`config.mk`:
```
export PLATFORM = sky130hd
export DESIGN_NAME = treadmill_data_record_parser_unit_flat
export DESIGN_NICKNAME = d
export VERILOG_FILES = /design/src/trdp_pkg.sv /design/src/trdp_in_if.sv /design/src/trdp_out_if.sv /design/src/trdp_in_stage.sv /design/src/trdp_core.sv /design/src/treadmill_data_record_parser_unit.sv /design/src/flat_wrapper.sv
export SDC_FILE = /design/constraint.sdc
export NUM_CORES = 1
export LEC_CHECK = 0
export ABC_AREA = 1
export BUFFER_PORTS_ARGS = -buffer_cell sky130_fd_sc_hd__buf_2
export CORE_UTILIZATION = 60
export CTS_BUF_LIST = sky130_fd_sc_hd__clkbuf_4 sky130_fd_sc_hd__clkbuf_8 sky130_fd_sc_hd__clkbuf_16
export DETAILED_ROUTE_END_ITERATION = 6
export PLACE_DENSITY = 0.79
export SYNTH_ARGS = -nofsm -noshare
export SYNTH_HDL_FRONTEND = slang
export SYNTH_SLANG_ARGS = --single-unit
```
`constraint.sdc`:
```
create_clock -name clk -period 10.2 [get_ports clk]
set_clock_uncertainty 0.05 [all_clocks]
set_input_delay 1.02 -clock clk [delete_from_list [all_inputs] [get_ports clk]]
set_output_delay 1.02 -clock clk [all_outputs]
set_load 0.03 [all_outputs]
```
`src/trdp_pkg.sv`:
```
// ----------------------------------------------------------------------------
// trdp_pkg
// Shared types, flag bit positions and the field layout decode for the
// treadmill data record parser.
// ----------------------------------------------------------------------------
package trdp_pkg;

    localparam int unsigned FLAG_NO_SPEED   = 0;
    localparam int unsigned FLAG_AVG_SPEED  = 1;
    localparam int unsigned FLAG_DISTANCE   = 2;
    localparam int unsigned FLAG_INCLINE    = 3;
    localparam int unsigned FLAG_ELEVATION  = 4;
    localparam int unsigned FLAG_INST_PACE  = 5;
    localparam int unsigned FLAG_AVG_PACE   = 6;
    localparam int unsigned FLAG_ENERGY     = 7;
    localparam int unsigned FLAG_HEART      = 8;

    localparam int unsigned MARK_SPEED   = 0;
    localparam int unsigned MARK_INCLINE = 1;
    localparam int unsigned MARK_ENERGY  = 2;
    localparam int unsigned MARK_HEART   = 3;

    localparam logic [7:0] POS_MAX = 8'hFF;

    typedef logic [4:0] offset_t;

    typedef struct packed {
        logic [7:0] data_byte;
        logic       last_byte;
    } rec_byte_t;

    typedef struct packed {
        offset_t spd;
        offset_t inc;
        offset_t en;
        offset_t hr;
    } layout_t;

    function automatic layout_t compute_layout(input logic [15:0] f);
        layout_t l;
        offset_t off;
        l   = '0;
        off = 5'd2;
        if (!f[FLAG_NO_SPEED])
        begin
            l.spd = off;
            off   = off + 5'd2;
        end
        if (f[FLAG_AVG_SPEED])
            off = off + 5'd2;
        if (f[FLAG_DISTANCE])
            off = off + 5'd3;
        if (f[FLAG_INCLINE])
        begin
            l.inc = off;
            off   = off + 5'd4;
        end
        if (f[FLAG_ELEVATION])
            off = off + 5'd4;
        if (f[FLAG_INST_PACE])
            off = off + 5'd1;
        if (f[FLAG_AVG_PACE])
            off = off + 5'd1;
        if (f[FLAG_ENERGY])
        begin
            l.en = off;
            off  = off + 5'd5;
        end
        if (f[FLAG_HEART])
            l.hr = off;
        return l;
    endfunction

endpackage

```
`src/trdp_in_if.sv`:
```
// ----------------------------------------------------------------------------
// trdp_in_if
// Byte request channel into the parser: one record byte and its last mark.
// ----------------------------------------------------------------------------
interface trdp_in_if;
    logic       valid;
    logic       ready;
    logic [7:0] data_byte;
    logic       last_byte;

    modport source (output valid, output data_byte, output last_byte, input ready);
    modport sink   (input valid, input data_byte, input last_byte, output ready);
endinterface

```
`src/trdp_out_if.sv`:
```
// ----------------------------------------------------------------------------
// trdp_out_if
// Result request channel out of the parser: one summary per record.
// ----------------------------------------------------------------------------
interface trdp_out_if;
    logic        valid;
    logic        ready;
    logic [15:0] speed_centi_kmh;
    logic [15:0] incline_raw;
    logic [15:0] energy_kcal;
    logic [7:0]  heart_bpm;
    logic        heart_present;
    logic        heart_missing;
    logic        truncated;
    logic [15:0] record_flags;

    modport source (
        output valid, output speed_centi_kmh, output incline_raw, output energy_kcal,
        output heart_bpm, output heart_present, output heart_missing, output truncated,
        output record_flags, input ready
    );
    modport sink (
        input valid, input speed_centi_kmh, input incline_raw, input energy_kcal,
        input heart_bpm, input heart_present, input heart_missing, input truncated,
        input record_flags, output ready
    );
endinterface

```
`src/trdp_in_stage.sv`:
```
// ----------------------------------------------------------------------------
// trdp_in_stage
// Input register: holds one accepted byte request until the parser takes it.
// ----------------------------------------------------------------------------
module trdp_in_stage (
    input  logic                clk,
    input  logic                rst_n,
    trdp_in_if.sink             rec_in,
    input  logic                take,
    output logic                held_valid,
    output trdp_pkg::rec_byte_t held_byte
);
    import trdp_pkg::*;

    logic      valid_reg;
    logic      valid_next;
    rec_byte_t byte_reg;
    logic      accept;

    assign rec_in.ready = !valid_reg || take;
    assign accept       = rec_in.valid && rec_in.ready;
    assign valid_next   = accept ? 1'b1 : (take ? 1'b0 : valid_reg);

    always_ff @(posedge clk or negedge rst_n)
    begin
        if (!rst_n)
            valid_reg <= 1'b0;
        else
            valid_reg <= valid_next;
    end

    always_ff @(posedge clk)
    begin
        if (accept)
        begin
            byte_reg.data_byte <= rec_in.data_byte;
            byte_reg.last_byte <= rec_in.last_byte;
        end
    end

    assign held_valid = valid_reg;
    assign held_byte  = byte_reg;
endmodule

```
`src/trdp_core.sv`:
```
// ----------------------------------------------------------------------------
// trdp_core
// Record state, field capture by byte position, and the result register.
// ----------------------------------------------------------------------------
module trdp_core (
    input  logic                clk,
    input  logic                rst_n,
    input  logic                held_valid,
    input  trdp_pkg::rec_byte_t held_byte,
    output logic                take,
    trdp_out_if.source          res_out
);
    import trdp_pkg::*;

    logic [7:0]  pos_reg,     pos_next,     pos_upd;
    logic [15:0] flag_reg,    flag_next,    flag_upd;
    logic [15:0] speed_reg,   speed_next;
    logic [15:0] incline_reg, incline_next;
    logic [15:0] energy_reg,  energy_next;
    logic [7:0]  heart_reg,   heart_next,   heart_upd;
    logic [7:0]  low_reg,     low_next,     low_upd;
    logic [3:0]  marks_reg,   marks_next,   marks_upd;
    logic        out_valid_reg, out_valid_next;

    logic [15:0] res_speed_reg, res_incline_reg, res_energy_reg, res_flags_reg;
    logic [7:0]  res_heart_reg;
    logic        res_present_reg, res_missing_reg, res_trunc_reg;

    layout_t     lay;
    logic [7:0]  b;
    logic        last;
    logic        out_free;
    logic        emit;
    logic        trunc;

    assign b        = held_byte.data_byte;
    assign last     = held_byte.last_byte;
    assign out_free = !out_valid_reg || res_out.ready;
    assign take     = held_valid && (!last || out_free);
    assign emit     = take && last;
    assign lay      = compute_layout(flag_reg);

    always_comb
    begin
        pos_upd      = (pos_reg == POS_MAX) ? pos_reg : pos_reg + 8'd1;
        flag_upd     = flag_reg;
        speed_next   = speed_reg;
        incline_next = incline_reg;
        energy_next  = energy_reg;
        heart_upd    = heart_reg;
        low_upd      = low_reg;
        marks_upd    = marks_reg;
        if (pos_reg == 8'd0)
            flag_upd = {8'h00, b};
        else if (pos_reg == 8'd1)
            flag_upd = {b, flag_reg[7:0]};
        else
        begin
            if (!flag_reg[FLAG_NO_SPEED])
            begin
                if (pos_reg == {3'b000, lay.spd})
                    low_upd = b;
                else if (pos_reg == {3'b000, lay.spd} + 8'd1)
                begin
                    speed_next            = {b, low_reg};
                    marks_upd[MARK_SPEED] = 1'b1;
                end
            end
            if (flag_reg[FLAG_INCLINE])
            begin
                if (pos_reg == {3'b000, lay.inc})
                    low_upd = b;
                else if (pos_reg == {3'b000, lay.inc} + 8'd1)
                begin
                    incline_next            = {b, low_reg};
                    marks_upd[MARK_INCLINE] = 1'b1;
                end
            end
            if (flag_reg[FLAG_ENERGY])
            begin
                if (pos_reg == {3'b000, lay.en})
                    low_upd = b;
                else if (pos_reg == {3'b000, lay.en} + 8'd1)
                begin
                    energy_next            = {b, low_reg};
                    marks_upd[MARK_ENERGY] = 1'b1;
                end
            end
            if (flag_reg[FLAG_HEART] && pos_reg == {3'b000, lay.hr})
            begin
                heart_upd             = b;
                marks_upd[MARK_HEART] = 1'b1;
            end
        end

        trunc = (!flag_upd[FLAG_NO_SPEED] && !marks_upd[MARK_SPEED])
             || (flag_upd[FLAG_INCLINE] && !marks_upd[MARK_INCLINE])
             || (flag_upd[FLAG_ENERGY] && !marks_upd[MARK_ENERGY]);

        // record state clears when the last byte of a record is taken
        pos_next   = last ? 8'd0  : pos_upd;
        flag_next  = last ? 16'd0 : flag_upd;
        heart_next = last ? 8'd0  : heart_upd;
        low_next   = last ? 8'd0  : low_upd;
        marks_next = last ? 4'd0  : marks_upd;

        out_valid_next = emit ? 1'b1 : (res_out.ready ? 1'b0 : out_valid_reg);
    end

    always_ff @(posedge clk or negedge rst_n)
    begin
        if (!rst_n)
        begin
            pos_reg       <= '0;
            flag_reg      <= '0;
            speed_reg     <= '0;
            incline_reg   <= '0;
            energy_reg    <= '0;
            heart_reg     <= '0;
            low_reg       <= '0;
            marks_reg     <= '0;
            out_valid_reg <= 1'b0;
        end
        else
        begin
            out_valid_reg <= out_valid_next;
            if (take)
            begin
                pos_reg     <= pos_next;
                flag_reg    <= flag_next;
                speed_reg   <= speed_next;
                incline_reg <= incline_next;
                energy_reg  <= energy_next;
                heart_reg   <= heart_next;
                low_reg     <= low_next;
                marks_reg   <= marks_next;
            end
        end
    end

    always_ff @(posedge clk)
    begin
        if (emit)
        begin
            res_speed_reg   <= speed_next;
            res_incline_reg <= incline_next;
            res_energy_reg  <= energy_next;
            res_heart_reg   <= marks_upd[MARK_HEART] ? heart_upd : 8'd0;
            res_present_reg <= marks_upd[MARK_HEART];
            res_missing_reg <= flag_upd[FLAG_HEART] && !marks_upd[MARK_HEART];
            res_trunc_reg   <= trunc;
            res_flags_reg   <= flag_upd;
        end
    end

    assign res_out.valid           = out_valid_reg;
    assign res_out.speed_centi_kmh = res_speed_reg;
    assign res_out.incline_raw     = res_incline_reg;
    assign res_out.energy_kcal     = res_energy_reg;
    assign res_out.heart_bpm       = res_heart_reg;
    assign res_out.heart_present   = res_present_reg;
    assign res_out.heart_missing   = res_missing_reg;
    assign res_out.truncated       = res_trunc_reg;
    assign res_out.record_flags    = res_flags_reg;
endmodule

```
`src/treadmill_data_record_parser_unit.sv`:
```
// ----------------------------------------------------------------------------
// treadmill_data_record_parser_unit
// Parses treadmill data records fed one byte per request and emits one
// summary request per record.
//
// rec_in carries data_byte and last_byte; a request completes when valid and
// ready are both high. res_out carries the summary of a record: held speed,
// inclination and energy, the heart byte with its present and missing flags,
// the truncated flag and the record's flag word.
// Throughput is one byte per cycle unless a last byte waits on a stalled
// res_out. A byte is captured in the input register and then decoded into the
// result register, so a summary is valid once its last byte has passed both.
// If res_out stalls, bytes that end no record keep flowing; a last byte waits
// in the input register, holding rec_in ready low, until the result register
// frees.
// Reset clears the record position, flag word, held values and both valid
// bits; the first summary after reset reports zero for fields never seen.
// ----------------------------------------------------------------------------
module treadmill_data_record_parser_unit (
    input  logic       clk,
    input  logic       rst_n,
    trdp_in_if.sink    rec_in,
    trdp_out_if.source res_out
);
    import trdp_pkg::*;

    logic      held_valid;
    rec_byte_t held_byte;
    logic      take;

    trdp_in_stage u_in_stage (
        .clk        (clk),
        .rst_n      (rst_n),
        .rec_in     (rec_in),
        .take       (take),
        .held_valid (held_valid),
        .held_byte  (held_byte)
    );

    trdp_core u_core (
        .clk        (clk),
        .rst_n      (rst_n),
        .held_valid (held_valid),
        .held_byte  (held_byte),
        .take       (take),
        .res_out    (res_out)
    );
endmodule
```
`src/flat_wrapper.sv`:
```
// flat-port wrapper written by rule: the top's interface ports become plain ports
module treadmill_data_record_parser_unit_flat import trdp_pkg::*;
  (clk, rst_n, rec_in_valid, rec_in_data_byte, rec_in_last_byte, rec_in_ready, res_out_valid, res_out_speed_centi_kmh, res_out_incline_raw, res_out_energy_kcal, res_out_heart_bpm, res_out_heart_present, res_out_heart_missing, res_out_truncated, res_out_record_flags, res_out_ready);
  trdp_in_if rec_in_i ();
  trdp_out_if res_out_i ();
  input  logic clk;
  input  logic rst_n;
  input wire logic [$bits(rec_in_i.valid)-1:0] rec_in_valid;
  input wire logic [$bits(rec_in_i.data_byte)-1:0] rec_in_data_byte;
  input wire logic [$bits(rec_in_i.last_byte)-1:0] rec_in_last_byte;
  output wire logic [$bits(rec_in_i.ready)-1:0] rec_in_ready;
  output wire logic [$bits(res_out_i.valid)-1:0] res_out_valid;
  output wire logic [$bits(res_out_i.speed_centi_kmh)-1:0] res_out_speed_centi_kmh;
  output wire logic [$bits(res_out_i.incline_raw)-1:0] res_out_incline_raw;
  output wire logic [$bits(res_out_i.energy_kcal)-1:0] res_out_energy_kcal;
  output wire logic [$bits(res_out_i.heart_bpm)-1:0] res_out_heart_bpm;
  output wire logic [$bits(res_out_i.heart_present)-1:0] res_out_heart_present;
  output wire logic [$bits(res_out_i.heart_missing)-1:0] res_out_heart_missing;
  output wire logic [$bits(res_out_i.truncated)-1:0] res_out_truncated;
  output wire logic [$bits(res_out_i.record_flags)-1:0] res_out_record_flags;
  input wire logic [$bits(res_out_i.ready)-1:0] res_out_ready;
  assign rec_in_i.valid = rec_in_valid;
  assign rec_in_i.data_byte = rec_in_data_byte;
  assign rec_in_i.last_byte = rec_in_last_byte;
  assign rec_in_ready = rec_in_i.ready;
  assign res_out_valid = res_out_i.valid;
  assign res_out_speed_centi_kmh = res_out_i.speed_centi_kmh;
  assign res_out_incline_raw = res_out_i.incline_raw;
  assign res_out_energy_kcal = res_out_i.energy_kcal;
  assign res_out_heart_bpm = res_out_i.heart_bpm;
  assign res_out_heart_present = res_out_i.heart_present;
  assign res_out_heart_missing = res_out_i.heart_missing;
  assign res_out_truncated = res_out_i.truncated;
  assign res_out_record_flags = res_out_i.record_flags;
  assign res_out_i.ready = res_out_ready;
  treadmill_data_record_parser_unit u_core (.clk(clk), .rst_n(rst_n), .rec_in(rec_in_i), .res_out(res_out_i));
endmodule
```
==> summary.md <==
| Metric | Value |
|---|---|
| Cts hold-fix bufs | `0` |
| Number of antenna diodes | `0` |
| Post-cts repair resize count | `0` |
| Remaining DRCs | `0` |
| Number of buffers added by the clock tree synthesis step | `17` |
| Congestion Overflow GR | `0` |
| Distinct cells, synth | `40` |
| Commonest non-fill, non-tap cells in the layout | `sky130_fd_sc_hd__nand2_1 (332), sky130_fd_sc_hd__dfrtp_1 (94), sky130_fd_sc_hd__buf_2 (88)` |
| Area added between synthesis and finish | `13.3%` |
| Detailed-route wire length | `about 20000 um` |
| Floorplan row count | `43` |
| Number of search-and-repair iterations in the first detailed-routing pass | `5` |
| Worst-margin pin slew | `1.02 ns` |
| Via count of the first global-routing pass | `6511` |
| Post-CTS setup buffer count | `0` |
| Highest achievable clock rate | `~240 MHz` |
| Critical path's most frequent cell | `sky130_fd_sc_hd__nand2_1` |
| Final net count | `1056` |
| Die area | `about 15000 um2` |
| Gp weighted congestion | `between 0.9 and 1` |
| RSZ-0062 raised after global routing | `no` |
| Syn_nets | `approximately 1000` |
| Peak per-stage delay on the critical path | `0.40 ns` |
| Worst-skew pair later-pin latency | `about 0.43 ns` |
| Reported leakage power | `4.66 nW` |
| Period utilisation layout | `between 40% and 50%` |
| Final routed wire length divided by cell count | `about 17 um` |
| Cell type group with the largest total delay on the critical path | `simple AND/OR/NAND/NOR gates` |
| FILL cells | `approximately 1100` |
| CTS tree | `built` |
| Worst EP required | `a little over 10 ns` |
| Critical path class | `reg2reg` |
| Total power of the final layout | `about 2.3 mW` |
| Largest net degree at the start of global routing | `between 70 and 80` |
| Average size of a mapped cell | `about 9 um2` |
| Max Cap Violations | `0` |
| Initial antenna violation count | `0` |
| Layout cell share with drive strength beyond 1 | `a little under a fifth` |
| Total number of vias | `between 6000 and 7000` |
| Fin crit period | `4.10 ns` |
| Gr busiest metal | `met2` |
| Number of antenna-violating nets in the routed design | `0` |
| Yosys synthesis warning count | `0` |
| Sum Neg Setup Slack | `0 ns` |
| Number of levels in the clock H-tree | `4` |
| Final worst slack | `between 6 and 7 ns` |
| Sequential cell area | `4870 um2` |
| Via count normalized by instance count | `approximately 5.6` |
| Total area of multi-input combinational cells | `between 3000 and 4000 um2` |
| Clk slew on worst S/H paths | `approximately 0.070 ns` |
| Met2 Resource Use GR | `a little under half` |
| Final Max Tran Viols | `0` |
| Wire length of the first global-routing pass | `about 33000 um` |
| Tot GR Track Use | `around 30%` |
| Most common cell after layout, fill and taps aside | `sky130_fd_sc_hd__nand2_1` |
| Worst setup slack before clock tree synthesis | `6.14 ns` |
| Maximum buffer depth of the clock tree | `2` |
| Hold Path Class | `in2async` |
| I/O pin count | `90` |
| Initial cell density of the core | `around 62%` |
| Met3 track utilization from global routing | `a little under 7%` |
| Post-detail-place hpwl | `13300 um` |
| Seq/Total Area, Yosys | `a little under three fifths` |
| Mapped cell area | `around 8600 um2` |
| Category of the worst setup path capture point | `register` |
| Clock sink count | `around 180` |
| Critical path startpoint category | `register` |
| Highest net fanout along the worst path | `18` |
| Synthesized flop and latch total | `about 180` |
| Setup violations, final | `0` |
| Synthesized netlist cell count | `about 950` |
| Die extent in y | `roughly 120 um` |
| Buffering stage count on the worst path with inverters included | `4` |
| PortBufs | `89` |
| Maximum vdd ir drop | `163 uV` |
| PwrDens | `between 200 and 250 nW/um2` |
| Hold violation count in the final report | `0` |
| Slew HR | `approximately a third` |
| Core area | `~14000 um2` |
| Width of the chip | `~120 um` |
| Library cell contributing the largest single delay on the critical path | `sky130_fd_sc_hd__dfrtp_1` |
| Run status | `completed` |
| Met1 track demand over resource | `39.8%` |
| Number of DRC markers after the initial detailed-route iteration | `around 840` |
| Cell at the root of the clock tree | `sky130_fd_sc_hd__clkbuf_16` |
| Data arrival, critical path | `approximately 4.2 ns` |
| Cell chain of the critical path | `inv_1, ha_1, ha_1, inv_1, nand3_1, nand2_1, inv_1, ha_1, nand2_1, nand2_2, nand2_2, inv_1, ha_1, xor2_1, nor4_1, nand2_1, nor2_1, nand3_2, nor2_8, nand2_4, nand2_1, nand2_1` |
synth_stat cells (all sizes together):
cell type	instances	share of area (%)
clkbuf	26	1.2
o21ai	60	3.5
nor3	8	0.47
ha	15	2.2
edfxtp	84	29
inv	83	3.6
nand2	376	18
dfrtp	94	27
a31oi	2	0.15
buf	8	0.76
mux2i	1	0.12
nand4	16	1.2
a22o	6	0.61
and2	1	0.073
nor4	4	0.29
nand3	73	4.9
a32o	1	0.12
nor2	41	2.2
xnor2	3	0.31
or2	1	0.073
clkinv	4	0.18
nand3b	4	0.44
xor2	9	0.92
o22ai	7	0.51
a2111oi	1	0.10
a21oi	20	1.2
path summary, 6_finish.rpt:
| kind | depth (start not counted) | endpoint | slack (ns) | startpoint |
|---|---|---|---|---|
| worst max-delay path | 22 | u_core.u_core.res_out.energy_kcal[3]$_DFFE_PP_ | 6.10 | u_core.u_core.flag_reg[0]$_DFFE_PN0P_ |
| min in group clk | 2 | u_core.u_core.speed_reg[14]$_DFFE_PN0P_ | 0.43 | u_core.u_core.speed_reg[14]$_DFFE_PN0P_ |
| max in group asynchronous | 2 | u_core.u_core.flag_reg[2]$_DFFE_PN0P_ | 8.42 | rst_n |
| worst max register to register | 22 | u_core.u_core.res_out.energy_kcal[3]$_DFFE_PP_ | 6.10 | u_core.u_core.flag_reg[0]$_DFFE_PN0P_ |
| worst min register to register | 2 | u_core.u_core.speed_reg[14]$_DFFE_PN0P_ | 0.43 | u_core.u_core.speed_reg[14]$_DFFE_PN0P_ |
| worst min-delay path | 1 | u_core.u_core.incline_reg[10]$_DFFE_PN0P_ | 0.43 | rst_n |
worst register-to-register path, cell delays in order, from the launching register on:
cell,delay [ns]
sky130_fd_sc_hd__dfrtp_1,0.40
sky130_fd_sc_hd__inv_1,0.15
sky130_fd_sc_hd__ha_1,0.25
sky130_fd_sc_hd__ha_1,0.37
sky130_fd_sc_hd__inv_1,0.08
sky130_fd_sc_hd__nand3_1,0.09
sky130_fd_sc_hd__nand2_1,0.08
sky130_fd_sc_hd__inv_1,0.04
sky130_fd_sc_hd__ha_1,0.26
sky130_fd_sc_hd__nand2_1,0.09
sky130_fd_sc_hd__nand2_2,0.07
sky130_fd_sc_hd__nand2_2,0.08
sky130_fd_sc_hd__inv_1,0.08
sky130_fd_sc_hd__ha_1,0.28
sky130_fd_sc_hd__xor2_1,0.14
sky130_fd_sc_hd__nor4_1,0.26
sky130_fd_sc_hd__nand2_1,0.08
sky130_fd_sc_hd__nor2_1,0.12
sky130_fd_sc_hd__nand3_2,0.14
sky130_fd_sc_hd__nor2_8,0.30
sky130_fd_sc_hd__nand2_4,0.23
sky130_fd_sc_hd__nand2_1,0.11
sky130_fd_sc_hd__nand2_1,0.08
logic make-up after synthesis:
logic type | share of synthesized area (%)
compound gates | 6.17
xor+xnor | 1.23
fa+ha+maj | 2.19
buf+inv | 5.76
flops | 57.0
mux | 0.117
simple gates | 27.6
area by class of cell:
class | count | area share [%]
clock inverters | 9 | 1.15
inverters | 87 | 3.37
clock buffers | 23 | 4.85
flip-flops and latches | 178 | 50.3
well taps | 180 | 2.32
repair buffers | 95 | 5.08
multi-input cells | 649 | 32.9
power breakdown:
part / total, mW / switching (mW) / internal [mW] / leakage, nW
sequential: 0.993 / 0.0859 / 0.907 / 2.10
combinational: 0.708 / 0.495 / 0.212 / 2.27
clock: 0.647 / 0.269 / 0.378 / 0.287
through the flow:
stage	cell area [um2]	hold slack, ns	cells	utilization [%]
floorplan	8560	0.399	948	-
global placement	9110	0.411	1189	65.7
detailed placement	9110	0.415	1189	65.7
CTS	9700	0.431	1221	69.8
global route	9700	0.439	1221	69.8
finish	9700	0.429	1221	69.8
routing by layer:
layer	share of wire [%]	wire (um)
met5	0	0
met4	3.2	654
met3	8.4	1710
met2	47	9610
met1	41	8370
(Power assumes the default switching activity.)
